===== config.mk =====
export PLATFORM = sky130hd
export DESIGN_NAME = vpma_ctrl
export DESIGN_NICKNAME = d
export VERILOG_FILES = /design/src/hw/rtl/vpma_pkg.sv /design/src/hw/rtl/vpma_ctrl.sv
export SDC_FILE = /design/constraint.sdc
export NUM_CORES = 1
export LEC_CHECK = 0
export ABC_CLOCK_PERIOD_IN_PS = 1800
export BUFFER_PORTS_ARGS = -buffer_cell sky130_fd_sc_hd__buf_4
export CAP_MARGIN = 20
export CORE_AREA = 2 2 59 61
export CTS_CLUSTER_SIZE = 20
export DETAILED_ROUTE_END_ITERATION = 8
export DIE_AREA = 0 0 61 63
export SETUP_SLACK_MARGIN = 0.4
export SLEW_MARGIN = 5
export SYNTH_ARGS = -nofsm -noshare
export SYNTH_HDL_FRONTEND = slang
export SYNTH_SLANG_ARGS = --single-unit

===== constraint.sdc =====
create_clock -name clk_i -period 1.8 [get_ports clk_i]
set_input_delay 0.36 -clock clk_i [delete_from_list [all_inputs] [get_ports clk_i]]
set_output_delay 0.36 -clock clk_i [all_outputs]
set_load 0.02 [all_outputs]

===== src/hw/rtl/vpma_pkg.sv =====
package vpma_pkg;

  localparam int unsigned AddrW    = 20;
  localparam int unsigned CfgIdxW  = 3;
  localparam int unsigned CfgDataW = 8;
  localparam int unsigned Planes   = 4;
  localparam int unsigned WordW    = 32;

  localparam logic [CfgIdxW-1:0] CFG_MISC_CONTROL     = 3'd0;
  localparam logic [CfgIdxW-1:0] CFG_GRAPHICS_MODE    = 3'd1;
  localparam logic [CfgIdxW-1:0] CFG_READ_PLANE       = 3'd2;
  localparam logic [CfgIdxW-1:0] CFG_ROTATE_AND_LOGIC = 3'd3;
  localparam logic [CfgIdxW-1:0] CFG_SET_RESET        = 3'd4;
  localparam logic [CfgIdxW-1:0] CFG_BIT_MASK         = 3'd5;
  localparam logic [CfgIdxW-1:0] CFG_PLANE_WRITE_MASK = 3'd6;
  localparam logic [CfgIdxW-1:0] CFG_MEMORY_MODE      = 3'd7;

  localparam logic [1:0] WMODE_ROTATE = 2'd0;
  localparam logic [1:0] WMODE_LATCH  = 2'd1;
  localparam logic [1:0] WMODE_EXPAND = 2'd2;
  localparam logic [1:0] WMODE_NONE   = 2'd3;

  localparam logic [1:0] LOGIC_COPY = 2'd0;
  localparam logic [1:0] LOGIC_AND  = 2'd1;
  localparam logic [1:0] LOGIC_OR   = 2'd2;
  localparam logic [1:0] LOGIC_XOR  = 2'd3;

  localparam logic MODE_READ  = 1'b0;
  localparam logic MODE_WRITE = 1'b1;

  typedef enum logic [1:0] {
    S_CLEAR,
    S_IDLE,
    S_ACCESS
  } vpma_state_e;

  typedef struct packed {
    logic clear_we;
    logic issue;
    logic commit;
  } vpma_ctrl_t;

endpackage


===== src/hw/rtl/vpma_ctrl.sv =====
module vpma_ctrl import vpma_pkg::*; #(
  parameter int unsigned AddrBits = 16
) (
  input  logic                clk_i,
  input  logic                rst_ni,
  input  logic                req_valid_i,
  output logic                req_ready_o,
  output logic                rsp_valid_o,
  input  logic                rsp_ready_i,
  output vpma_ctrl_t          ctl_o,
  output logic [AddrBits-1:0] clr_addr_o
);

  vpma_state_e         state_q, state_d;
  logic [AddrBits-1:0] clr_cnt_q, clr_cnt_d;
  logic                rsp_valid_q, rsp_valid_d;
  logic                req_ready;
  logic                clr_done;

  assign clr_done = &clr_cnt_q;

  always_comb begin
    state_d = state_q;
    case (state_q)
      S_CLEAR: begin
        if (clr_done) begin
          state_d = S_IDLE;
        end
      end
      S_IDLE: begin
        if (req_valid_i && req_ready) begin
          state_d = S_ACCESS;
        end
      end
      S_ACCESS: state_d = S_IDLE;
      default:  state_d = S_CLEAR;
    endcase
  end

  always_comb begin
    req_ready      = (state_q == S_IDLE) && (!rsp_valid_q || rsp_ready_i);
    ctl_o.clear_we = (state_q == S_CLEAR);
    ctl_o.issue    = req_valid_i && req_ready;
    ctl_o.commit   = (state_q == S_ACCESS);
    clr_cnt_d      = (state_q == S_CLEAR) ? clr_cnt_q + 1'b1 : clr_cnt_q;
    if (state_q == S_ACCESS) begin
      rsp_valid_d = 1'b1;
    end else if (rsp_ready_i) begin
      rsp_valid_d = 1'b0;
    end else begin
      rsp_valid_d = rsp_valid_q;
    end
  end

  always_ff @(posedge clk_i or negedge rst_ni) begin
    if (!rst_ni) begin
      state_q     <= S_CLEAR;
      clr_cnt_q   <= '0;
      rsp_valid_q <= 1'b0;
    end else begin
      state_q     <= state_d;
      clr_cnt_q   <= clr_cnt_d;
      rsp_valid_q <= rsp_valid_d;
    end
  end

  assign req_ready_o = req_ready;
  assign rsp_valid_o = rsp_valid_q;
  assign clr_addr_o  = clr_cnt_q;

  a_no_accept_in_clear: assert property (@(posedge clk_i) disable iff (!rst_ni)
    (state_q == S_CLEAR) |-> !req_ready)
    else $error("item accepted during the clearing pass");

  a_accept_then_access: assert property (@(posedge clk_i) disable iff (!rst_ni)
    (req_valid_i && req_ready) |=> (state_q == S_ACCESS))
    else $error("accepted beat did not reach the access cycle");

  a_rsp_from_access: assert property (@(posedge clk_i) disable iff (!rst_ni)
    $rose(rsp_valid_q) |-> $past(state_q == S_ACCESS))
    else $error("result appeared without an access cycle");

  a_no_overwrite: assert property (@(posedge clk_i) disable iff (!rst_ni)
    (state_q == S_ACCESS) |-> (!rsp_valid_q || rsp_ready_i))
    else $error("pending result would be overwritten");

endmodule


[Yosys cells after proc, flatten, opt, wreduce, memory -nomap -nowiden]
Index checks and enable logic that the tools add are counted.
Operators by class
  add/subtract/negate cells: 1
  $mul: 0
  divide/modulo/power cells: 0
  magnitude comparators: 0
  equality and inequality tests: 4
  shifts and indexed selects: 0
  multiplexer cells: 5
  bitwise gates (word level): 0
  reductions and logical operators: 8
Operators with widths (number)
  adder 16 x 1 -> 16 bit (second input constant): 1
  AND reduction 16 bit: 1
  one-hot mux 2 bit (3 select lines): 1
  two-way mux 2 bit: 2
  == test 2 x 1 -> 1 bit (second input constant): 1
  == test 2 bit (second input constant): 1
  logical AND 1 bit: 2
  zero test 2 bit: 1
  two-way mux 1 bit: 2
  != test 2 x 1 -> 1 bit (second input constant): 1
  != test 2 bit (second input constant): 1
  AND reduction 2 bit: 1
  nonzero test 2 bit: 1
  zero test 1 bit: 1
  logical OR 1 bit: 1
Storage, ports and cells
  register bits after elaboration: 19
  bits in latches: 0
  memory bits (writable): 0
  memory bits (read-only): 0
  output and inout port bits: 21
  memories kept: 0

[Depth between registers and ports, before layout]
Gate-level depths: netlist of the first run.
  word-level depth: 6
  mapped depth: 5

[Worst setup path after synthesis of the first run]
Ideal clock, no wire load.
  kind: register to register
  from: reg clr_cnt_q[0] (netlist: clr_addr_o[0])
  to: reg clr_cnt_q[14] (netlist: clr_addr_o[14])
  data arrival time: 1.424 ns
  required time: 1.671 ns
  setup slack: 0.247 ns
  stages on the path, launching flop included: 6
  period minus slack after synthesis: 1.553 ns
  path through: dfrtp_1 -> ha_1 -> nand4bb_1 -> nor4_2 -> nand4_1 -> xnor2_1
On the way
  longest elaborated chain between the ends: 1
RTL lines
  start, declared: RTL line vpma_ctrl.sv:15  | logic [AddrBits-1:0] clr_cnt_q, clr_cnt_d;
  start signal, assigned: RTL line vpma_ctrl.sv:62  | clr_cnt_q <= clr_cnt_d;
  adder 16 x 1 -> 16 bit: RTL line vpma_ctrl.sv:45  | clr_cnt_d = (state_q == S_CLEAR) ? clr_cnt_q + 1'b1 : clr_cnt_q;
Every way passes these cells.
A chain may end at the register's enable or synchronous reset.

==> impl_metrics.json, run 1 <==
{
  "rsz0062_at_grt": "true",
  "critPathCaptureType": "primary output",
  "crit_type": "reg -> out",
  "drc": 0,
  "clock_path_buffers": 2,
  "cts_tree": "built",
  "syn_nets": 84,
  "n_antenna_cell": 0,
  "finalNonFillerCells": 159,
  "cellInternalPower_mw": 1.10,
  "clk_pin_slew_ps": 100,
  "gr-usage-all-layers": 0.108,
  "fmax_mhz": 638,
  "path_max_fanout": 3,
  "ir_worst_vdd_mv": 0.630,
  "synth_seq_cells": 19,
  "finalClockSkew_ps": 3.12,
  "overflow": 0,
  "first_pass_iters": 4,
  "syn_inst": 79,
  "swShare": 0.405,
  "final.setup.worst_slack_ps": 233,
  "dieArea_um2": 3840,
  "seq_power_share": 0.400,
  "core_area_um2": 3230,
  "setup_tns_ps": 0,
  "combPwrFrac": 0.485,
  "min-delay-start": "req_valid_i",
  "cts_buffers": 3,
  "layout_commonest_cell": "buf_4",
  "synth.avg_cell_area_um2": 11.6,
  "finalNetCount": 119,
  "cts-htree-levels": 1,
  "p_clk_frac": 0.115,
  "vias_per_cell": 4.38,
  "first_iter_violations": 28,
  "wl_mm": 1.95,
  "syn-cell-area_um2": 913,
  "routedWlPerCell_um": 12.2,
  "placed_area_um2": 1150,
  "start_util": 0.283,
  "cts.sinks": 19,
  "power.density_nw_per_um2": 1370,
  "io_pins": 25,
  "timing.hold.ws_ps": 428,
  "gp_congestion": 0.678,
  "place_ws_ps": 352,
  "grt_pass1_wl_mm": 3.06,
  "final_core_util": 0.417,
  "die_h_um": 63,
  "switchingPower_mw": 0.749,
  "yosys.area.top_type": "dfrtp_1",
  "ant_nets": 0,
  "antenna_found_initial": 0,
  "status": "finished clean",
  "setup_viol": 0,
  "insertion_delay_ps": 290,
  "startpoint": "rsp_valid_o",
  "slew_viol_final": 0,
  "hold_path_class": "in -> reg",
  "synth_cell_types": 26,
  "worstMarginPinSlew_ps": 296,
  "drive_above_1_share": 0.540,
  "syn2layout_area_growth_pct": 47.7,
  "num_rows": 21,
  "portBuffers": 24,
  "ys_warn_count": 0,
  "yosysSeqAreaShare": 0.521,
  "final_cell_area_um2": 1350,
  "p_total_mw": 1.85,
  "finalCritPeriodShare": 0.871,
  "startpoint_type": "register",
  "cp.arrival_ps": 1210,
  "grt_pass1_vias": 677,
  "place_inst": 147,
  "required_ps": 1440,
  "r2r-start": "state_q[1]",
  "maxCapViolCount": 0,
  "min_period_ps": 1570,
  "yosys.area.top_type_share": 0.521,
  "mostFrequentLayoutCells": "buf_4, xnor2_1, nand2_1",
  "dpl.hpwl_mm": 1.37,
  "grt_max_degree": 20,
  "synthTopCellsByArea": "dfrtp_1, xnor2_1, nand2_1",
  "hold_viol": 0,
  "p_leak_nw": 0.586,
  "relSlewSlack": 0.801,
  "vias": 696,
  "cts_root_buf": "clkbuf_4",
  "die_w_um": 61
}
[per-layer routing]
| metal | track usage | share of wire | vias up |
|---|---|---|---|
| met1 | 0.137 | 0.43 | 337 |
| met4 | 0.0652 | 0.023 | 0 |
| met3 | 0.0124 | 0.031 | 4 |
| met5 | 0 | 0 | - |
| li1 | - | - | 338 |
| met2 | 0.171 | 0.51 | 17 |
[final cells by class]
class	count	area (µm²)
fill	343	1880
multi-input combinational	56	510
sequential	19	487
timing repair buffer	32	258
tap	46	57.6
clock buffer	4	26.3
inverter	2	10.0
[cell families (layout without fill, tap and decap cells)]
family / after synthesis / in the layout / share of synthesized area
compound gates: 2 / 2 / 0.0137
mux: 1 / 1 / 0.0123
fa+ha+maj: 1 / 1 / 0.0137
flops: 19 / 19 / 0.521
buf+inv: 4 / 38 / 0.0288
simple gates: 37 / 37 / 0.267
xor+xnor: 15 / 15 / 0.144
[worst max-delay path, cell delays in order (launching register included)]
cell	delay, ps
dfrtp_1	390
nand2b_1	130
nand2_2	70
nor3b_2	160
buf_4	160
[repair_timing]
| action | in CTS | in global routing |
|---|---|---|
| cloned | 0 | 0 |
| buffers inserted | 5 | 2 |
| hold buffers | 1 | 0 |
| endpoints found under the setup margin | 10 | 14 |
| resized for setup | 11 | 17 |
| pin swaps | 5 | 5 |
| endpoints found under the hold margin | 19 | 0 |
[Yosys cell counts]
master / n
dfrtp_1: 19
nand2_1: 12
xnor2_1: 11
nor2_1: 6
xor2_1: 4
nand4_1: 3
inv_1: 2
nand3_1: 2
nor3_1: 2
nor3b_1: 2
a22oi_1: 1
and3_1: 1
and4_1: 1
buf_4: 1
buf_6: 1
ha_1: 1
mux2_2: 1
nand2b_1: 1
nand3_2: 1
nand4_2: 1
nand4bb_1: 1
nand4bb_4: 1
nor4_2: 1
nor4_4: 1
o21ai_0: 1
or2_1: 1
[power by group through the flow]
| stage | clock network (mW) | registers, mW | logic [mW] |
|---|---|---|---|
| 6_report | 0.213 | 0.740 | 0.897 |
| 3_5_place_dp | 0 | 0.715 | 0.681 |
| 2_1_floorplan | 0 | 0.775 | 0.372 |
| 5_1_grt | 0.231 | 0.763 | 0.955 |
| 3_3_place_gp | 0 | 0.706 | 0.675 |
| 4_1_cts | 0.224 | 0.714 | 0.822 |
[flip-flops by register name (all words and copies together) (netlist names)]
signal,count
state_q,2
clr_addr_o,16
rsp_valid_o,1
[final timing paths]
| kind | endpoint | slack (ps) | cells after the start |
|---|---|---|---|
| max in group asynchronous | clr_addr_o[6] | 1100 | 2 |
| min in group asynchronous | clr_addr_o[15] | 470 | 2 |
| min | state_q[1] | 430 | 4 |
| max reg2reg | clr_addr_o[14] | 360 | 5 |
| min reg2reg | clr_addr_o[15] | 490 | 1 |
| max | ctl_o[1] | 230 | 4 |
Power figures use the tool's default switching activity.
==> run 2, diff against run 1 <==
--- a/config.mk
+++ b/config.mk
@@ -8,12 +8,14 @@
 export ABC_CLOCK_PERIOD_IN_PS = 1800
 export BUFFER_PORTS_ARGS = -buffer_cell sky130_fd_sc_hd__buf_4
 export CAP_MARGIN = 20
-export CORE_AREA = 2 2 59 61
+export CORE_AREA = 2 2 53 43
 export CTS_CLUSTER_SIZE = 20
 export DETAILED_ROUTE_END_ITERATION = 8
-export DIE_AREA = 0 0 61 63
+export DIE_AREA = 0 0 55 45
+export PLACE_DENSITY = 0.73
 export SETUP_SLACK_MARGIN = 0.4
 export SLEW_MARGIN = 5
 export SYNTH_ARGS = -nofsm -noshare
 export SYNTH_HDL_FRONTEND = slang
 export SYNTH_SLANG_ARGS = --single-unit
+export TNS_END_PERCENT = 20
==> run 2 against run 1 <==
Clock-buffer cell count did not move. Routed wire length fell by 5.0%. Non-clock buffer count fell by 2. Total power fell by 4.8%. Setup slack got worse by 2.0 ps. Critical path depth did not move. Global-route usage rose by 6.2 points. Final cell count fell by 15%. Core utilization rose by 23 points. Critical path type unchanged.
==> impl_metrics.json, run 2 (synthesis gave the netlist of run 1 again) <==
{
  "status": "finished clean",
  "layout_commonest_cell": "buf_4",
  "path_max_fanout": 3,
  "overflow": 0,
  "slew_viol_final": 0,
  "grt_max_degree": 20,
  "io_pins": 25,
  "finalClockSkew_ps": 7.75,
  "die_w_um": 55,
  "hold_viol": 0,
  "largest_reg_flops": 16,
  "p_clk_frac": 0.123,
  "min_period_ps": 1570,
  "first_pass_iters": 4,
  "cts.sinks": 19,
  "finalNetCount": 117,
  "dr_wl_met3_um": 111,
  "ir_worst_vdd_mv": 1.08,
  "r2r_setup_slack_ps": 310,
  "cts_buffers": 3,
  "wl_met2_um": 865,
  "drc": 0,
  "maxCapViolCount": 0,
  "fillers": 170,
  "vias_per_cell": 5.14,
  "startpoint_type": "register",
  "ant_nets": 0,
  "finalCritPeriodShare": 0.872,
  "fmax_mhz": 637,
  "required_ps": 1440,
  "mostFrequentLayoutCells": "buf_4, dfrtp_1, xnor2_1, nand2_1, nor2_1",
  "topRoutingLayerUsed": "met3",
  "p_leak_nw": 0.572,
  "cp.arrival_ps": 1210,
  "clock_path_buffers": 2,
  "setup_tns_ps": 0,
  "num_rows": 14,
  "gp_congestion": 0.762,
  "p_total_mw": 1.76,
  "worstMarginPinSlew_ps": 307,
  "clk_pin_slew_ps": 100,
  "core_area_um2": 1930,
  "place_inst": 125,
  "wl_mm": 1.85,
  "power.density_nw_per_um2": 1420,
  "portBuffers": 24,
  "grt_pass1_vias": 634,
  "timing.hold.ws_ps": 434,
  "seq_power_share": 0.409,
  "cts_root_buf": "clkbuf_4",
  "cts-htree-levels": 1,
  "place_ws_ps": 234,
  "final.setup.worst_slack_ps": 231,
  "rsz0062_at_grt": "true",
  "die_h_um": 45,
  "drive_above_1_share": 0.423,
  "vias": 694,
  "grt_pass1_wl_mm": 2.95,
  "cellInternalPower_mw": 1.05,
  "cts_tree": "built",
  "syn2layout_area_growth_pct": 35.6,
  "relSlewSlack": 0.794,
  "routedWlPerCell_um": 13.7,
  "switchingPower_mw": 0.716,
  "finalNonFillerCells": 135,
  "hold_path_class": "in -> reg",
  "antenna_found_initial": 0,
  "n_antenna_cell": 0,
  "critPathCaptureType": "primary output",
  "dpl.hpwl_mm": 1.24,
  "setup_viol": 0,
  "start_util": 0.474,
  "dieArea_um2": 2480,
  "combPwrFrac": 0.467,
  "swShare": 0.407,
  "crit_type": "reg -> out",
  "gr-usage-all-layers": 0.170,
  "insertion_delay_ps": 300,
  "wl_met1_um": 870,
  "first_iter_violations": 30
}
## run 2: what timing repair did
item | CTS | global route
hold buffers | 1 | 0
hold endpoints to repair | 19 | 0
pin swaps | 3 | 2
gates resized for setup | 5 | 6
setup buffers | 1 | 4
endpoints found under the setup margin | 9 | 15
## run 2: worst paths after layout
| check | from | to | cells after the start |
|---|---|---|---|
| hold / removal | rsp_ready_i | rsp_valid_o | 3 |
| max in group asynchronous | rst_ni | clr_addr_o[0] | 2 |
| min in group asynchronous | rst_ni | clr_addr_o[7] | 2 |
| setup / recovery | rsp_valid_o | ctl_o[1] | 4 |
| setup reg to reg | clr_addr_o[2] | clr_addr_o[15] | 4 |
| hold reg to reg | clr_addr_o[14] | clr_addr_o[14] | 1 |
## run 2: layout make-up
cell class	instances	area, µm²	share of cell area
Clock buffer	4	26.3	0.0212
Inverter	2	7.51	0.00606
Multi-Input combinational cell	56	464	0.375
Sequential cell	19	479	0.387
Tap cell	24	30.0	0.0242
Timing Repair Buffer	30	231	0.187
## run 2: power groups by stage
stage               registers [mW]  logic (mW)  clock network [mW]
floorplan                    0.767       0.366                   0
global placement             0.698       0.659                   0
detailed placement           0.709       0.667                   0
CTS                          0.713       0.685               0.224
global route                 0.738       0.892               0.249
finish                       0.721       0.823               0.217
## run 2: critical path, cell delays in order (launching register included)
cell and delay (ps):
dfrtp_1 390, nand2b_1 140, nand2_2 90, nor3b_2 150, buf_4 160
## run 2: metal layers
layer,global-route usage,up-vias
li1,-,334
met1,0.239,340
met2,0.250,20
met3,0.0728,0
met4,0.0293,0
met5,0,-
## run 2: stage by stage
stage,utilization,instance area (µm²)
finish,0.643,1240
detailed placement,0.577,1110
floorplan,-,920
global placement,0.577,1110
global route,0.643,1240
CTS,0.606,1170
==> run 3, diff against run 2 <==
--- a/config.mk
+++ b/config.mk
@@ -8,11 +8,13 @@
 export ABC_CLOCK_PERIOD_IN_PS = 1800
 export BUFFER_PORTS_ARGS = -buffer_cell sky130_fd_sc_hd__buf_4
 export CAP_MARGIN = 20
-export CORE_AREA = 2 2 53 43
+export CELL_PAD_IN_SITES_DETAIL_PLACEMENT = 1
+export CELL_PAD_IN_SITES_GLOBAL_PLACEMENT = 2
+export CORE_AREA = 2 2 66 53
 export CTS_CLUSTER_SIZE = 20
 export DETAILED_ROUTE_END_ITERATION = 8
-export DIE_AREA = 0 0 55 45
-export PLACE_DENSITY = 0.73
+export DIE_AREA = 0 0 68 55
+export PLACE_DENSITY_LB_ADDON = 0.1
 export SETUP_SLACK_MARGIN = 0.4
 export SLEW_MARGIN = 5
 export SYNTH_ARGS = -nofsm -noshare
==> run 3 against run 2 <==
Global-route usage fell by 4.9 points. Cell area fell by 0.61%. Largest power group unchanged. Highest routed layer is now met4. Sequential share of layout area rose by 0.24 points. Clock-buffer cell count did not move. Register-to-register slack improved by 60 ps. Core utilization fell by 25 points. Final cell count rose by 12%. Sequential power fell by 3.2%.
==> impl_metrics.json, run 3 (synthesis gave the netlist of run 1 again) <==
{
  "critPathTopFamily": "flip-flops",
  "fmax_mhz": 672,
  "ir_worst_vdd_mv": 0.789,
  "portBuffers": 24,
  "mostFrequentLayoutCells": "buf_4, dfrtp_1, xnor2_1, nand2_1, nor2_1",
  "slew_viol_final": 0,
  "cts_root_buf": "clkbuf_8",
  "vias_per_cell": 4.46,
  "relSlewSlack": 0.804,
  "slowest_delay_ps": 380,
  "num_rows": 18,
  "grt_pass1_vias": 665,
  "status": "finished clean",
  "final_cell_area_um2": 1230,
  "min_period_ps": 1490,
  "wl_mm": 1.91,
  "worstMarginPinSlew_ps": 293,
  "syn2layout_area_growth_pct": 34.8,
  "required_ps": 1440,
  "critPathCaptureType": "primary output",
  "crit_slowest_cell": "dfrtp_1",
  "r2r-start": "state_q[0]",
  "clock_path_buffers": 2,
  "cts_buffers": 3,
  "dr_wl_met3_um": 86,
  "finalNetCount": 117,
  "dpl.hpwl_mm": 1.41,
  "routedWlPerCell_um": 12.6,
  "antenna_found_initial": 0,
  "topRoutingLayerUsed": "met4",
  "min-delay-start": "rsp_ready_i",
  "seq_area_um2": 479,
  "p_leak_nw": 0.560,
  "placed_area_um2": 1140,
  "holdPathEnd": "rsp_valid_o",
  "rr_endpoint": "clr_addr_o[13]",
  "hold_viol": 0,
  "clk_pin_slew_ps": 70,
  "maxCapViolCount": 0,
  "first_iter_violations": 18,
  "startpoint_type": "register",
  "cts_tree": "built",
  "ant_nets": 0,
  "n_antenna_cell": 0,
  "vias": 674,
  "start_util": 0.294,
  "gr-usage-all-layers": 0.122,
  "finalClockSkew_ps": 1.95,
  "r2r_setup_slack_ps": 370,
  "wl_met1_um": 962,
  "grt_max_degree": 20,
  "fillers": 344,
  "dieArea_um2": 3740,
  "power.density_nw_per_um2": 1410,
  "crit_type": "reg -> out",
  "layout_commonest_cell": "buf_4",
  "drive_above_1_share": 0.396,
  "overflow": 0,
  "io_pins": 25,
  "whs_path_depth": 3,
  "grt_pass1_wl_mm": 3.27,
  "rsz0062_at_grt": "true",
  "core_area_um2": 3110,
  "insertion_delay_ps": 250,
  "cts.sinks": 19,
  "timing.hold.ws_ps": 446,
  "path_buf_inv": 1,
  "worst-r2r-cell-count": 4,
  "path_max_fanout": 3,
  "drc": 0,
  "finalCritPeriodShare": 0.827,
  "largest_reg_flops": 16,
  "gp_congestion": 0.701,
  "path_cells": "nand2b_1 > nand2_2 > nor3b_2 > buf_4",
  "cts-htree-levels": 1,
  "wl_met2_um": 838,
  "die_h_um": 55,
  "cp.arrival_ps": 1130,
  "multi_input_area_um2": 422,
  "setup_tns_ps": 0,
  "setup_viol": 0,
  "die_w_um": 68,
  "hold_path_class": "in -> reg",
  "first_pass_iters": 2,
  "place_ws_ps": 251,
  "final.setup.worst_slack_ps": 312
}
-- run 3: through the flow --
step	power, mW	util	instances
after floorplan	1.13	-	79
after global placement	1.39	0.366	142
after detailed placement	1.40	0.366	142
after CTS	1.77	0.395	151
after global routing	1.87	0.396	151
final	1.74	0.396	151
-- run 3: per-layer routing --
layer	vias to the layer above	GRT usage
met5	-	0
met4	0	0.0400
met3	2	0.0486
met2	15	0.180
met1	327	0.163
li1	330	-
-- run 3: repair_timing --
item | in CTS | in global routing
endpoints found under the setup margin | 11 | 14
endpoints found under the hold margin | 19 | 0
hold buffers | 1 | 0
resized for setup | 2 | 2
pin swaps | 3 | 0
setup buffers | 4 | 0
-- run 3: worst min-delay path, stage by stage --
cell      delay (ps)
buf_4             70
nand2b_1         130
o21ai_0           90
-- run 3: where the power goes --
| group | switching, mW | internal (mW) |
|---|---|---|
| Sequential | 0.159 | 0.539 |
| Clock | 0.139 | 0.157 |
| Combinational | 0.367 | 0.378 |
| Total | 0.664 | 1.07 |
-- run 3: how the worst max path moves through the flow --
stage | startpoint | to | slack [ps] | cells past startpoint
after global placement | clr_addr_o[0] | clr_addr_o[14] | 260 | 5
final | rsp_valid_o | ctl_o[1] | 310 | 4
after CTS | rsp_valid_o | ctl_o[1] | 280 | 4
after floorplan | clr_addr_o[1] | clr_addr_o[14] | 270 | 5
after global routing | rsp_valid_o | ctl_o[1] | 230 | 4
after detailed placement | clr_addr_o[0] | clr_addr_o[14] | 250 | 5
-- run 3: cell type report --
type	count	area share
tap	40	0.0407
inverter	2	0.00610
multi-input combinational	56	0.342
sequential	19	0.389
clock buffer	4	0.0366
timing repair buffer	30	0.185
