===== config.mk =====
export PLATFORM = sky130hd
export DESIGN_NAME = vpma_datapath
export DESIGN_NICKNAME = d
export VERILOG_FILES = /design/src/hw/rtl/vpma_pkg.sv /design/src/hw/rtl/vpma_datapath.sv
export SDC_FILE = /design/constraint.sdc
export NUM_CORES = 1
export LEC_CHECK = 0
export ABC_AREA = 0
export BUFFER_PORTS_ARGS = -buffer_cell sky130_fd_sc_hd__buf_2
export CAP_MARGIN = 30
export CORE_UTILIZATION = 62
export CTS_CLUSTER_SIZE = 24
export DETAILED_ROUTE_END_ITERATION = 16
export PLACE_DENSITY = 0.87
export RECOVER_POWER = 25
export SYNTH_ARGS = -nofsm -noshare
export SYNTH_HDL_FRONTEND = slang
export SYNTH_SLANG_ARGS = --single-unit

===== constraint.sdc =====
create_clock -name clk_i -period 4.79 [get_ports clk_i]
set_clock_uncertainty 0.05 [all_clocks]
set_input_delay 0.2395 -clock clk_i [delete_from_list [all_inputs] [get_ports clk_i]]
set_output_delay 0.2395 -clock clk_i [all_outputs]
set_load 0.02 [all_outputs]

===== src/hw/rtl/vpma_pkg.sv =====
package vpma_pkg;

  localparam int unsigned AddrW    = 20;
  localparam int unsigned CfgIdxW  = 3;
  localparam int unsigned CfgDataW = 8;
  localparam int unsigned Planes   = 4;
  localparam int unsigned WordW    = 32;

  localparam logic [CfgIdxW-1:0] CFG_MISC_CONTROL     = 3'd0;
  localparam logic [CfgIdxW-1:0] CFG_GRAPHICS_MODE    = 3'd1;
  localparam logic [CfgIdxW-1:0] CFG_READ_PLANE       = 3'd2;
  localparam logic [CfgIdxW-1:0] CFG_ROTATE_AND_LOGIC = 3'd3;
  localparam logic [CfgIdxW-1:0] CFG_SET_RESET        = 3'd4;
  localparam logic [CfgIdxW-1:0] CFG_BIT_MASK         = 3'd5;
  localparam logic [CfgIdxW-1:0] CFG_PLANE_WRITE_MASK = 3'd6;
  localparam logic [CfgIdxW-1:0] CFG_MEMORY_MODE      = 3'd7;

  localparam logic [1:0] WMODE_ROTATE = 2'd0;
  localparam logic [1:0] WMODE_LATCH  = 2'd1;
  localparam logic [1:0] WMODE_EXPAND = 2'd2;
  localparam logic [1:0] WMODE_NONE   = 2'd3;

  localparam logic [1:0] LOGIC_COPY = 2'd0;
  localparam logic [1:0] LOGIC_AND  = 2'd1;
  localparam logic [1:0] LOGIC_OR   = 2'd2;
  localparam logic [1:0] LOGIC_XOR  = 2'd3;

  localparam logic MODE_READ  = 1'b0;
  localparam logic MODE_WRITE = 1'b1;

  typedef enum logic [1:0] {
    S_CLEAR,
    S_IDLE,
    S_ACCESS
  } vpma_state_e;

  typedef struct packed {
    logic clear_we;
    logic issue;
    logic commit;
  } vpma_ctrl_t;

endpackage


===== src/hw/rtl/vpma_datapath.sv =====
module vpma_datapath import vpma_pkg::*; #(
  parameter int unsigned AddrBits = 16
) (
  input  logic                clk_i,
  input  logic                rst_ni,
  input  logic                cfg_we_i,
  input  logic [CfgIdxW-1:0]  cfg_idx_i,
  input  logic [CfgDataW-1:0] cfg_data_i,
  input  logic                req_mode_i,
  input  logic [AddrW-1:0]    req_addr_i,
  input  logic [7:0]          req_wdata_i,
  input  vpma_ctrl_t          ctl_i,
  input  logic [AddrBits-1:0] clr_addr_i,
  output logic                ram_we_o,
  output logic [AddrBits-1:0] ram_addr_o,
  output logic [WordW-1:0]    ram_wdata_o,
  input  logic [WordW-1:0]    ram_rdata_i,
  output logic [7:0]          read_data_o
);

  logic [7:0] misc_q, gmode_q, srr_q, bmask_q, memmode_q;
  logic [1:0] rplane_q;
  logic [4:0] rotlog_q;
  logic [3:0] pwmask_q;

  logic                mode_q;
  logic [1:0]          alow_q;
  logic [7:0]          wdata_q;
  logic [AddrBits-1:0] idx_q;
  logic [WordW-1:0]    latch_q, latch_d;
  logic [7:0]          rdata_q, rdata_d;

  logic [15:0]         off, off_chain, off_sel;
  logic [AddrBits-1:0] req_idx;
  logic [WordW-1:0]    new_word;
  logic [1:0]          rplane;

  always_comb begin
    off = req_addr_i[15:0];
    if (misc_q[3]) begin
      off[15] = 1'b0;
    end
    off_chain = off;
    if (misc_q[1]) begin
      off_chain[0] = (misc_q[3:2] == 2'd0) ? req_addr_i[16] : 1'b0;
    end
    off_sel = off_chain;
    if (req_mode_i == MODE_WRITE && memmode_q[3]) begin
      off_sel = {off[15:2], 2'b00};
    end
    req_idx = off_sel[AddrBits-1:0];
  end

  always_comb begin
    logic [15:0] rot2;
    logic [7:0]  rot;
    logic [7:0]  latch;
    logic [7:0]  pd;
    logic [7:0]  res;
    logic        en;
    rot2     = {wdata_q, wdata_q} >> rotlog_q[2:0];
    rot      = rot2[7:0];
    new_word = ram_rdata_i;
    for (int i = 0; i < Planes; i++) begin
      latch = latch_q[8*i +: 8];
      en    = pwmask_q[i]
              && (!gmode_q[4] || (i[0] == alow_q[0]))
              && (!memmode_q[3] || (i[1:0] == alow_q))
              && (gmode_q[1:0] != WMODE_NONE);
      if (gmode_q[1:0] == WMODE_EXPAND) begin
        pd = {8{wdata_q[i]}};
      end else if (srr_q[4+i]) begin
        pd = {8{srr_q[i]}};
      end else begin
        pd = rot;
      end
      case (rotlog_q[4:3])
        LOGIC_AND: pd = pd & latch;
        LOGIC_OR:  pd = pd | latch;
        LOGIC_XOR: pd = pd ^ latch;
        default:   pd = pd;
      endcase
      res = (pd & bmask_q) | (latch & ~bmask_q);
      if (gmode_q[1:0] == WMODE_LATCH) begin
        res = latch;
      end
      if (en) begin
        new_word[8*i +: 8] = res;
      end
    end
  end

  always_comb begin
    rplane  = rplane_q | {1'b0, gmode_q[4] & alow_q[0]};
    latch_d = latch_q;
    rdata_d = rdata_q;
    if (ctl_i.commit) begin
      if (mode_q == MODE_READ) begin
        latch_d = ram_rdata_i;
        rdata_d = ram_rdata_i[8*rplane +: 8];
      end else begin
        rdata_d = 8'h00;
      end
    end
  end

  always_comb begin
    ram_we_o    = ctl_i.clear_we || (ctl_i.commit && (mode_q == MODE_WRITE));
    ram_wdata_o = ctl_i.clear_we ? '0 : new_word;
    if (ctl_i.clear_we) begin
      ram_addr_o = clr_addr_i;
    end else if (ctl_i.commit) begin
      ram_addr_o = idx_q;
    end else begin
      ram_addr_o = req_idx;
    end
  end

  always_ff @(posedge clk_i or negedge rst_ni) begin
    if (!rst_ni) begin
      misc_q    <= 8'h00;
      gmode_q   <= 8'h00;
      rplane_q  <= 2'd0;
      rotlog_q  <= 5'd0;
      srr_q     <= 8'h00;
      bmask_q   <= 8'hFF;
      pwmask_q  <= 4'hF;
      memmode_q <= 8'h00;
      latch_q   <= '0;
    end else begin
      latch_q <= latch_d;
      if (cfg_we_i) begin
        case (cfg_idx_i)
          CFG_MISC_CONTROL:     misc_q    <= cfg_data_i;
          CFG_GRAPHICS_MODE:    gmode_q   <= cfg_data_i;
          CFG_READ_PLANE:       rplane_q  <= cfg_data_i[1:0];
          CFG_ROTATE_AND_LOGIC: rotlog_q  <= cfg_data_i[4:0];
          CFG_SET_RESET:        srr_q     <= cfg_data_i;
          CFG_BIT_MASK:         bmask_q   <= cfg_data_i;
          CFG_PLANE_WRITE_MASK: pwmask_q  <= cfg_data_i[3:0];
          CFG_MEMORY_MODE:      memmode_q <= cfg_data_i;
          default:              misc_q    <= misc_q;
        endcase
      end
    end
  end

  always_ff @(posedge clk_i) begin
    rdata_q <= rdata_d;
    if (ctl_i.issue) begin
      mode_q  <= req_mode_i;
      alow_q  <= req_addr_i[1:0];
      wdata_q <= req_wdata_i;
      idx_q   <= req_idx;
    end
  end

  assign read_data_o = rdata_q;

endmodule


### Yosys cells after proc, flatten, opt, wreduce, memory -nomap -nowiden

Cells that the tools add are included.
Widths: inputs -> output; s select.

| storage, ports and cells | value |
|---|---|
| input port bits | 94 |
| register bits after elaboration | 107 |
| word-level logic and storage cells | 123 |

| operators by class | value |
|---|---|
| multiplexer cells | 27 |
| reduce and logical (&&, ||, !) cells | 35 |
| equality and inequality tests | 16 |
| bitwise operators | 29 |
| shifts and indexed selects | 2 |

Operator list:

| kind | count |
|---|---|
| $mux 8 | 16 |
| $and 8x8->8 | 12 |
| $pmux 8 s3 | 4 |
| $or 8x8->8 | 8 |
| $mux 16 | 2 |
| $mux 32 | 1 |
| $shiftx 32x6->8 | 1 |
| $xor 8x8->8 | 4 |
| $reduce_and 2->1 | 9 |
| $shr 16x3->8 | 1 |
| $logic_and 1x1->1 | 14 |
| $eq 3x3->1 const B | 4 |
| $not 8->8 | 1 |
| $logic_or 1x1->1 | 7 |
| $eq 2x2->1 const B | 3 |
| $eq 3x2->1 const B | 2 |
| $eq 2x1->1 const B | 2 |
| $eq 2x2->1 const A | 2 |
| $logic_not 2->1 | 2 |
| $eq 3x1->1 const B | 1 |
| $logic_not 3->1 | 1 |
| $mux 1 | 3 |
| $eq 1x2->1 const A | 1 |
| $logic_not 1->1 | 2 |
| 5 further kinds | 6 |

### Logic depth before layout (Yosys ltp)

Gate-level depths: netlist of run 1.

| depth | value |
|---|---|
| depth after elaboration | 10 |
| gate-level depth with buffers | 12 |
| depth with buffers taken out | 11 |

### Worst setup path after synthesis of run 1

OpenSTA, ideal clock, no wires.

| path | value |
|---|---|
| kind | register to output |
| from | register rotlog_q[1] |
| to | output ram_wdata_o[14] |
| setup slack | 1797 ps |
| data arrival time | 2704 ps |
| cell stages (with the launch flop) | 12 |
| required time | 4501 ps |
| cells stage by stage | dfrtp_1 -> buf_6 -> mux2_2 -> o22ai_1 -> or2_2 -> nor2_1 -> o21ai_0 -> ha_1 -> o21ai_0 -> a221oi_1 -> o21ai_1 -> a311oi_1 |

| between the ends | value |
|---|---|
| longest elaborated chain between the ends | 10 |
| elaborated cells on any way between the ends | 12 |

Ends and longest elaborated chain:

| item | RTL line | text |
|---|---|---|
| from (decl) | vpma_datapath.sv:23 | `logic [4:0] rotlog_q;` |
| from (signal assigned) | vpma_datapath.sv:137 | `CFG_ROTATE_AND_LOGIC: rotlog_q <= cfg_data_i[4:0];` |
| $shr 16x3->8 * | vpma_datapath.sv:61 | `rot2 = {wdata_q, wdata_q} >> rotlog_q[2:0];` |
| $mux 8 * | vpma_datapath.sv:72 | `end else if (srr_q[4+i]) begin` |
| $mux 8 * | vpma_datapath.sv:70 | `if (gmode_q[1:0] == WMODE_EXPAND) begin` |
| $xor 8x8->8 (tied with other cells) | vpma_datapath.sv:80 | `LOGIC_XOR: pd = pd ^ latch;` |
| $pmux 8 s3 * | vpma_datapath.sv:77 | `case (rotlog_q[4:3])` |
| $and 8x8->8 * | vpma_datapath.sv:83 | `res = (pd & bmask_q) \| (latch & ~bmask_q);` |
| $or 8x8->8 * | vpma_datapath.sv:83 |  |
| $mux 8 * | vpma_datapath.sv:84 | `if (gmode_q[1:0] == WMODE_LATCH) begin` |
| $mux 8 * | vpma_datapath.sv:87 | `if (en) begin` |
| $mux 32 * | vpma_datapath.sv:109 | `ram_wdata_o = ctl_i.clear_we ? '0 : new_word;` |
| to (decl) | vpma_datapath.sv:16 | `output logic [WordW-1:0] ram_wdata_o,` |

Every way passes the cells marked *; elsewhere a longest branch is shown, timed or not.

### Worst setup path after layout of run 1

Same ends and word-level chain as after synthesis.

==> reports/results.tsv, run 1 <==
metric	value	unit
status	finished with violations	
violations	capacitance limit, slew limit	
die_w	116	um
syn_to_final_growth	13.8	%
hp-class	input port to flop	
numCtsBuffers	9	
nFillCells	972	
antenna_found_initial	0	
whs_path_depth	1	
synth_area	8050	um2
cp_cell_sequence	mux2_2 -> o22ai_1 -> or2_2 -> nor2_1 -> o21ai_0 -> ha_1 -> o21ai_0 -> a221oi_1 -> o21ai_1 -> a311oi_1 -> buf_2	
ant_nets	0	
layout_common_cells	buf_2, o21ai_0, nor2_1, nand2_1, mux2_2	
crit_required	4.50	ns
totalWireLength	23400	um
synth_edf_count	35	
drc	0	
ff_latch_area	2720	um2
io_buffers	147	
yosysWarnings	0	
htreeDepth	3	
clkLatencyLatePin	0.36	ns
vias	7353	
crit_arrival	3.60	ns
synth_top_area_cell	dfrtp_1	
cts_tree	yes	
cts_sinks	101	
drive_gt1_share	28.8	%
synth_top_area_share	16.8	%
rsz0062_at_grt	false	
nNetsFinal	1130	
cp-end-kind	output port	
viasPerCell	6.40	
power	3.82	mW
diodes	0	
max_slew.worst_pin.slew	1.65	ns
fp-row-count	41	
num_io_pins	151	
dieArea	13400	um2
regToRegStartpoint	alow_q[0]	
setup.worst_path.class	flop to output port	
drtPass1Iterations	5	
rr_worst_depth	3	
fin_area	9160	um2
max_stage_delay	0.63	ns
fp.coreArea	12600	um2
gp_congestion	0.965	
max_freq	257	MHz
setup_violations	0	
p_leak	3.99	nW
worstHoldStart	req_wdata_i[6]	
yosysSeqAreaShare	33.8	%
synth-async-reset-ratio	65.3	%
synthTopCellsByArea	dfrtp_1, edfxtp_1, mux2_2, ha_1, o21ai_0	
die_y	116	um
slew_headroom	-10.2	%
clkTransAtPathRegs	0.07	ns
grt_pass1_wl	36200	um
grt.total_usage	36.4	%
cts_root_buffer	clkbuf_16	
syn_nets	1012	
syn_avg_cell_area	9.43	um2
power_density	418	nW/um2
grt_max_degree	50	
maxSlewViolCount	27	
avgRoutedWirePerCell	20.4	um
dp_hpwl	16900	um
layout_commonest_cell	buf_2	
whs_endpoint	wdata_q[6]	
cpMaxStageDelayCell	dfrtp_1	
worst_path_most_repeated_cell	o21ai_0	
multi_input_area	4930	um2
overflow	0	
grt_pass1_vias	6786	
netlist_instances	854	
path_max_fanout	11	
tns	0	ns
maxCapViolations	1	
fin_hold_ws	0.00545	ns
hold_viol	0	
cts_setup_buffers	0	
drt-initial-drc-count	789	
start_util	63.8	%
placed_cell_area	8800	um2
synth-seq-cells	101	
r2r_end	read_data_o[6]	
rrSetupSlack	2.52	ns
period_share	81.2	%
crit_path_start_kind	flop	
ys_types	50	
clockBufferDepth	2	
synthFlopType	dfrtp_1	
max-vdd-ir-drop	0.340	mV
finalCriticalPeriod	3.89	ns
[registers in the layout (all words and copies together) (netlist names)]
signal	count
pwmask_q	4
misc_q	3
memmode_q	1
gmode_q	3
read_data_o	8
latch_q	32
mode_q	1
rplane_q	2
bmask_q	8
alow_q	2
wdata_q	8
rotlog_q	5
idx_q	16
srr_q	8
[layout make-up]
type / count / share of cell area [%]
clock buffers: 10 / 2.51
clock inverters: 6 / 0.465
inverters: 35 / 1.45
multi-input cells: 663 / 53.9
flip-flops and latches: 101 / 29.7
well taps: 172 / 2.35
repair buffers: 162 / 9.67
[critical path, delay by kind of cell, from the launching register on]
kind / cells / cell delay [ns]
AO/OA/AOI/OAI: 6 / 1.18
flip-flops: 1 / 0.63
AND/OR/NAND/NOR: 2 / 0.53
adder cells (fa/ha/maj): 1 / 0.34
multiplexers: 1 / 0.30
buffers and inverters: 1 / 0.25
[synth_stat cells, types with 6 or more instances]
| cell type | number |
|---|---|
| a211o_1 | 6 |
| a211oi_1 | 16 |
| a21oi_1 | 28 |
| a221oi_1 | 31 |
| a311oi_1 | 13 |
| buf_2 | 15 |
| clkbuf_1 | 26 |
| dfrtp_1 | 54 |
| dfstp_2 | 12 |
| edfxtp_1 | 35 |
| ha_1 | 64 |
| inv_1 | 34 |
| mux2_2 | 73 |
| mux2i_1 | 23 |
| mux4_2 | 8 |
| nand2_1 | 82 |
| nand2b_1 | 35 |
| nor2_1 | 83 |
| nor2b_1 | 10 |
| o21a_1 | 32 |
| o21ai_0 | 89 |
| o21ai_1 | 16 |
| o22ai_1 | 10 |
| or2_2 | 6 |
[repair_timing]
| action | 4_1_cts | 5_1_grt |
|---|---|---|
| hold buffers | 6 | 2 |
| gates resized for setup | 0 | 0 |
| endpoints found under the hold margin | 32 | 2 |
[logic make-up after synthesis]
| kind of cell | count (synthesis) | share of synthesized area [%] |
|---|---|---|
| compound gates | 257 | 21.9 |
| fa+ha+maj | 64 | 9.95 |
| buf+inv | 90 | 4.97 |
| flops | 101 | 33.8 |
| mux | 107 | 15.8 |
| simple gates | 235 | 13.6 |
[metal layers]
metal | vias up | wire length, um | global-route usage [%]
li1 | 3374 | - | -
met4 | 0 | 1440 | 24.1
met2 | 416 | 10700 | 56.0
met3 | 95 | 2300 | 8.53
met1 | 3468 | 8980 | 45.8
met5 | - | 0 | 0
[power by group]
part | total, mW | switching (mW) | internal [mW]
logic | 1.86 | 1.13 | 0.731
clock network | 0.706 | 0.347 | 0.359
registers | 1.26 | 0.205 | 1.05
total | 3.82 | 1.68 | 2.14
[worst max path at each step]
stage,depth (start not counted),start,end
after floorplan,11,rotlog_q[1],ram_wdata_o[14]
after global placement,11,rotlog_q[1],ram_wdata_o[12]
after detailed placement,11,rotlog_q[1],ram_wdata_o[12]
after CTS,11,rotlog_q[1],ram_wdata_o[14]
after global routing,11,rotlog_q[1],ram_wdata_o[10]
final,11,rotlog_q[1],ram_wdata_o[14]
[metrics by stage]
step                      util (%)  instances  worst slack [ns]
after floorplan                  -        854              1.80
after global placement        69.5       1123              1.45
after detailed placement      69.7       1124              1.41
after CTS                     72.4       1146             0.964
after global routing          72.6       1149             0.728
final                         72.6       1149             0.900
(Power assumes the default switching activity.)
==> run 2: changes to the inputs <==
--- a/config.mk
+++ b/config.mk
@@ -8,10 +8,10 @@
 export ABC_AREA = 0
 export BUFFER_PORTS_ARGS = -buffer_cell sky130_fd_sc_hd__buf_2
 export CAP_MARGIN = 30
-export CORE_UTILIZATION = 62
+export CORE_UTILIZATION = 52
 export CTS_CLUSTER_SIZE = 24
 export DETAILED_ROUTE_END_ITERATION = 16
-export PLACE_DENSITY = 0.87
+export PLACE_DENSITY = 0.77
 export RECOVER_POWER = 25
 export SYNTH_ARGS = -nofsm -noshare
 export SYNTH_HDL_FRONTEND = slang
==> constraint.sdc (replaced) <==
create_clock -name clk_i -period 3.1 [get_ports clk_i]
set_clock_uncertainty 0.05 [all_clocks]
set_input_delay 0.155 -clock clk_i [delete_from_list [all_inputs] [get_ports clk_i]]
set_output_delay 0.155 -clock clk_i [all_outputs]
set_load 0.02 [all_outputs]
==> run 2 against run 1 <==
The run ends with capacitance limit, slew limit, setup timing left. Non-clock buffer count is 75 higher. Clock power grew 69%. Sequential power increased by 49%. Wire length grew 17%. Combinational power rose by 110%. Count of clock-buffer cells in the layout grew 2. Via count increased by 9.1%. Cell area rose by 14%. Critical path type unchanged. Highest routed layer unchanged.
==> reports/results.tsv, run 2 (synthesis gave the netlist of run 1 again) <==
metric	value	unit	change
die_y	126	um	was 116 um
avgRoutedWirePerCell	22.2	um	was 20.4 um
fp.coreArea	15100	um2	was 12600 um2
drc	0		unchanged
gp_congestion	0.956		was 0.965
finalCriticalPeriod	3.45	ns	
grt_pass1_vias	7448		was 6786
numCtsBuffers	9		unchanged
cp-end-kind	output port		unchanged
dieArea	16000	um2	was 13400 um2
hp-class	input port to flop		unchanged
die_w	126	um	was 116 um
drt-initial-drc-count	845		was 789
status	finished with violations		unchanged
start_util	53.1	%	was 63.8%
p_leak	4.48	nW	was 3.99 nW
maxSlewViolCount	28		was 27
crit_arrival	3.24	ns	was 3.60 ns
setup_ws	-0.347	ns	was 0.900 ns
ant_nets	0		unchanged
antenna_found_initial	0		unchanged
io_buffers	147		unchanged
setup_violations	32		was 0
clkLatencyLatePin	0.36	ns	about the same
crit_path_start_kind	flop		unchanged
place_ws	-0.0807	ns	was 1.41 ns
maxCapViolations	1		unchanged
nNetsFinal	1205		was 1130
largest_registers	latch_q (32), idx_q (16)		unchanged
syn_to_final_growth	29.4	%	was 13.8%
max_slew.worst_pin.slew	1.62	ns	was 1.65 ns
layout_common_cells	buf_2, nand2_1, buf_4, mux2_2, ha_1		was buf_2, o21ai_0, nor2_1, nand2_1, mux2_2
regMostFlops	latch_q		unchanged
power	6.93	mW	was 3.82 mW
grt_max_degree	67		was 50
tns	-6.51	ns	was 0 ns
fp-row-count	45		was 41
rr_worst_depth	4		was 3
drtPass1Iterations	5		unchanged
busiest_layer	met2		unchanged
path_max_fanout	5		was 11
crit_required	2.89	ns	was 4.50 ns
overflow	0		unchanged
slew_headroom	-8.06	%	was -10.2%
final_cells	1240		was 1149
diodes	0		unchanged
grt.total_usage	33.5	%	was 36.4%
largest_reg_flops	32		unchanged
hold_viol	0		unchanged
globalRouteMet1Util	43.2	%	was 45.8%
utilization	68.8	%	was 72.6%
violations	capacitance limit, slew limit, setup timing		was capacitance limit, slew limit
totalWireLength	27500	um	was 23400 um
rsz0062_at_grt	true		was false
drive_gt1_share	40.3	%	was 28.8%
power_density	666	nW/um2	was 418 nW/um2
cts_tree	yes		unchanged
grtUsageMet3	6.33	%	was 8.53%
grt_pass1_wl	40800	um	was 36200 um
viasPerCell	6.47		was 6.40
fin_hold_ws	0.00182	ns	was 0.00545 ns
clkTransAtPathRegs	0.08	ns	was 0.07 ns
dp.cells	1182		was 1124
layout_commonest_cell	buf_2		unchanged
clockBufferDepth	2		unchanged
num_io_pins	151		unchanged
period_share	111	%	
setup.worst_path.class	flop to output port		unchanged
grtUsageMet2	53.4	%	was 56.0%
max_freq	290	MHz	
cts_root_buffer	clkbuf_16		unchanged
max-vdd-ir-drop	0.408	mV	was 0.340 mV
placed_cell_area	9140	um2	was 8800 um2
cts_sinks	101		unchanged
fin_area	10400	um2	was 9160 um2
htreeDepth	3		unchanged
dp_hpwl	18100	um	was 16900 um
vias	8019		was 7353
whs_path_depth	2		was 1
-- run 2: changes by cell type in the layout (fill, tap and decap cells not counted), moves of 10 or more --
cell           change
a211oi_1          -10
a211oi_2          +10
a221oi_1          -14
a221oi_2          +14
buf_2             -23
buf_4             +64
dlygate4sd3_1     +19
nor2_1            -33
nor2_2            +18
nor2_4            +15
o21ai_0           -46
o21ai_1           +33
o21ai_2           +13
-- run 2: repair_timing --
action / in CTS / in global routing
endpoints found under the setup margin: 32 / 32
hold buffers: 27 / 0
pin swaps: 75 / 47
hold endpoints to repair: 60 / 0
resized for setup: 130 / 69
setup buffers: 12 / 2
-- run 2: layout make-up --
type / count / area, um2
Clock buffer: 12 / 246
Fill cell: 1083 / 4730
Inverter: 35 / 133
Clock inverter: 4 / 55.1
Multi-Input combinational cell: 663 / 5450
Sequential cell: 101 / 2720
Timing Repair Buffer: 237 / 1580
Tap cell: 188 / 235
-- run 2: worst paths after layout --
kind | start | end | slack, ns
max in group asynchronous | rst_ni | rotlog_q[1] | 1.90
worst min register to register | misc_q[2] | misc_q[2] | 0.47
worst max register to register | alow_q[0] | read_data_o[6] | 1.15
worst min-delay path | ram_rdata_i[22] | latch_q[22] | 0.002
min in group asynchronous | rst_ni | latch_q[31] | 0.49
worst max-delay path | rotlog_q[1] | ram_wdata_o[1] | -0.35
-- run 2: report_power, final --
part	switching, mW	internal [mW]	leakage [nW]	total, mW
logic	2.24	1.62	3.22	3.86
registers	0.251	1.63	1.11	1.88
clock network	0.536	0.657	0.149	1.19
total	3.03	3.90	4.48	6.93
-- run 2: worst max-delay path: stages (launching register included) --
cell and delay, ns:
dfrtp_2 0.47, buf_6 0.16, mux2_4 0.35, mux2i_2 0.23
mux2_4 0.26, nor2_2 0.05, o21ai_0 0.17, ha_1 0.14
o21ai_0 0.08, a221oi_1 0.39, o21ai_1 0.18, a211oi_2 0.21
buf_4 0.18
-- run 2: routing by layer --
metal	vias up	wire length [um]
met5	-	0
met4	0	1610
met3	121	2600
met2	477	12800
met1	3896	10400
li1	3525	-
==> run 3: changes to the inputs <==
--- a/config.mk
+++ b/config.mk
@@ -13,6 +13,7 @@
 export DETAILED_ROUTE_END_ITERATION = 16
 export PLACE_DENSITY = 0.77
 export RECOVER_POWER = 25
+export SKIP_CTS_REPAIR_TIMING = 1
 export SYNTH_ARGS = -nofsm -noshare
 export SYNTH_HDL_FRONTEND = slang
 export SYNTH_SLANG_ARGS = --single-unit
==> run 3 against run 2 <==
The flow finishes with violations (hold timing, capacitance limit, slew limit, setup timing). Final cell count fell by 0.48%. Global-route usage fell by 1.9 points. Die area did not move. Utilization fell by 0.12 points. Worst setup slack got worse by 0.027 ns. Non-clock buffer count fell by 6. Critical path type unchanged. Combinational power rose by 2%. Clock power barely moved. Maximum frequency fell by 0.77%. Highest routed layer is now met5.
==> reports/results.tsv, run 3 (synthesis gave the netlist of run 1 again) <==
metric	value	unit	change
viasPerCell	6.49		was 6.47
hp-class	input port to flop		unchanged
cts_sinks	101		unchanged
rsz0062_at_grt	true		unchanged
setup_violations	32		unchanged
slew_headroom	-17.8	%	was -8.06%
avgRoutedWirePerCell	22.6	um	was 22.2 um
drc	0		unchanged
pwr-share-comb	56.1	%	was 55.6%
crit_arrival	3.27	ns	was 3.24 ns
cts_tree	yes		unchanged
setup.worst_path.class	flop to output port		unchanged
maxSlewViolCount	118		was 28
violations	hold timing, capacitance limit, slew limit, setup timing		was capacitance limit, slew limit, setup timing
layout_commonest_cell	buf_2		unchanged
grt_pass1_wl	38100	um	was 40800 um
seqPwrFrac	26.9	%	was 27.2%
period_share	112	%	was 111%
start_util	53.1	%	unchanged
power_density	673	nW/um2	was 666 nW/um2
nNetsFinal	1199		was 1205
cp_top_family	compound AO/OA/AOI/OAI gates		unchanged
place_ws	-0.0807	ns	unchanged
cpMaxStageDelayCell	dfrtp_2		unchanged
htreeDepth	3		unchanged
num_io_pins	151		unchanged
cp_num_buf_inv	3		was 2
crit_required	2.89	ns	about the same
max_slew.worst_pin.slew	1.77	ns	was 1.62 ns
p_sw_share	44.0	%	was 43.7%
cts_root_buffer	clkbuf_16		unchanged
dp_hpwl	18100	um	unchanged
fin_hold_ws	-0.00626	ns	was 0.00182 ns
diodes	0		unchanged
p_leak	4.47	nW	was 4.48 nW
gp_congestion	0.956		unchanged
clkLatencyLatePin	0.36	ns	about the same
numCtsBuffers	9		unchanged
setup_ws	-0.374	ns	was -0.347 ns
die_w	126	um	unchanged
finalCriticalPeriod	3.47	ns	was 3.45 ns
maxCapViolations	3		was 1
max_freq	288	MHz	was 290 MHz
ant_nets	0		unchanged
cp_cell_sequence	buf_6 -> mux2_4 -> nor2_4 -> a211o_1 -> nor2_2 -> o21ai_1 -> ha_2 -> a21oi_2 -> a221oi_2 -> o21ai_1 -> a211oi_2 -> buf_4 -> buf_6		was buf_6 -> mux2_4 -> mux2i_2 -> mux2_4 -> nor2_2 -> o21ai_0 -> ha_1 -> o21ai_0 -> a221oi_1 -> o21ai_1 -> a211oi_2 -> buf_4
clockBufferDepth	2		unchanged
cp-end-kind	output port		unchanged
max-vdd-ir-drop	0.416	mV	was 0.408 mV
antenna_found_initial	1		was 0
tns	-7.17	ns	was -6.51 ns
crit_path_start_kind	flop		unchanged
die_y	126	um	unchanged
overflow	0		unchanged
totalWireLength	27900	um	was 27500 um
layout_common_cells	buf_2, nand2_1, mux2_2, buf_4, ha_1		was buf_2, nand2_1, buf_4, mux2_2, ha_1
largest_registers	latch_q (32), idx_q (16)		unchanged
drtPass1Iterations	7		was 5
regMostFlops	latch_q		unchanged
grt_pass1_vias	6858		was 7448
grt_max_degree	67		unchanged
syn_to_final_growth	29.2	%	was 29.4%
path_max_fanout	5		unchanged
hold_viol	3		was 0
vias	8005		was 8019
power_switching	3.08	mW	was 3.03 mW
status	finished with violations		unchanged
largest_reg_flops	32		unchanged
placed_cell_area	9140	um2	unchanged
fp-row-count	45		unchanged
fin_area	10400	um2	about the same
drt-initial-drc-count	914		was 845
nFillCells	1083		unchanged
fp.coreArea	15100	um2	unchanged
drive_gt1_share	41.6	%	was 40.3%
power	7.00	mW	was 6.93 mW
grt.total_usage	31.6	%	was 33.5%
max_stage_delay	0.45	ns	was 0.47 ns
clkTransAtPathRegs	0.07	ns	was 0.08 ns
p_int	3.92	mW	was 3.90 mW
pwr-share-clk	17.0	%	was 17.2%
io_buffers	147		unchanged
dieArea	16000	um2	unchanged
run 3: cell types whose count changed in the layout (fill, tap and decap cells not counted), sizes merged:
cell	before	now
buf	197	199
clkbuf	25	19
dlygate4sd3	27	25
run 3: layout make-up:
class | count | area (um2) | area share (%)
clock buffer | 12 | 246 | 2.37
timing repair buffer | 231 | 1520 | 14.6
clock inverter | 4 | 55.1 | 0.530
sequential | 101 | 2720 | 26.2
multi-input combinational | 663 | 5480 | 52.8
inverter | 35 | 133 | 1.28
tap | 188 | 235 | 2.26
run 3: through the flow:
step,cells,util [%]
6_report,1234,68.6
5_1_grt,1234,68.6
4_1_cts,1198,62.3
3_5_place_dp,1182,60.3
3_3_place_gp,1182,60.3
2_1_floorplan,854,-
run 3: worst paths after layout:
kind | from | endpoint | slack, ns | depth (start not counted)
setup / recovery | rotlog_q[1] | ram_wdata_o[24] | -0.37 | 13
hold / removal | cfg_data_i[7] | bmask_q[7] | -0.006 | 2
setup reg to reg | alow_q[0] | read_data_o[6] | 1.15 | 4
hold reg to reg | misc_q[2] | misc_q[2] | 0.47 | 1
max in group asynchronous | rst_ni | rotlog_q[3] | 1.55 | 2
min in group asynchronous | rst_ni | latch_q[31] | 0.30 | 2
run 3: power by group through the flow:
stage | Clock, mW | Sequential, mW | Combinational (mW)
2_1_floorplan | 0 | 1.79 | 2.15
3_3_place_gp | 0 | 1.88 | 2.99
3_5_place_dp | 0 | 1.89 | 3.07
4_1_cts | 1.20 | 1.86 | 3.09
5_1_grt | 1.25 | 1.91 | 4.17
6_report | 1.19 | 1.88 | 3.93
run 3: per-layer routing:
metal	track usage (%)	share of wire (%)	wire length, um
met3	6.83	9.9	2750
met1	41.6	38	10600
met4	17.0	5.4	1510
met2	48.7	47	13000
met5	0	0.047	13
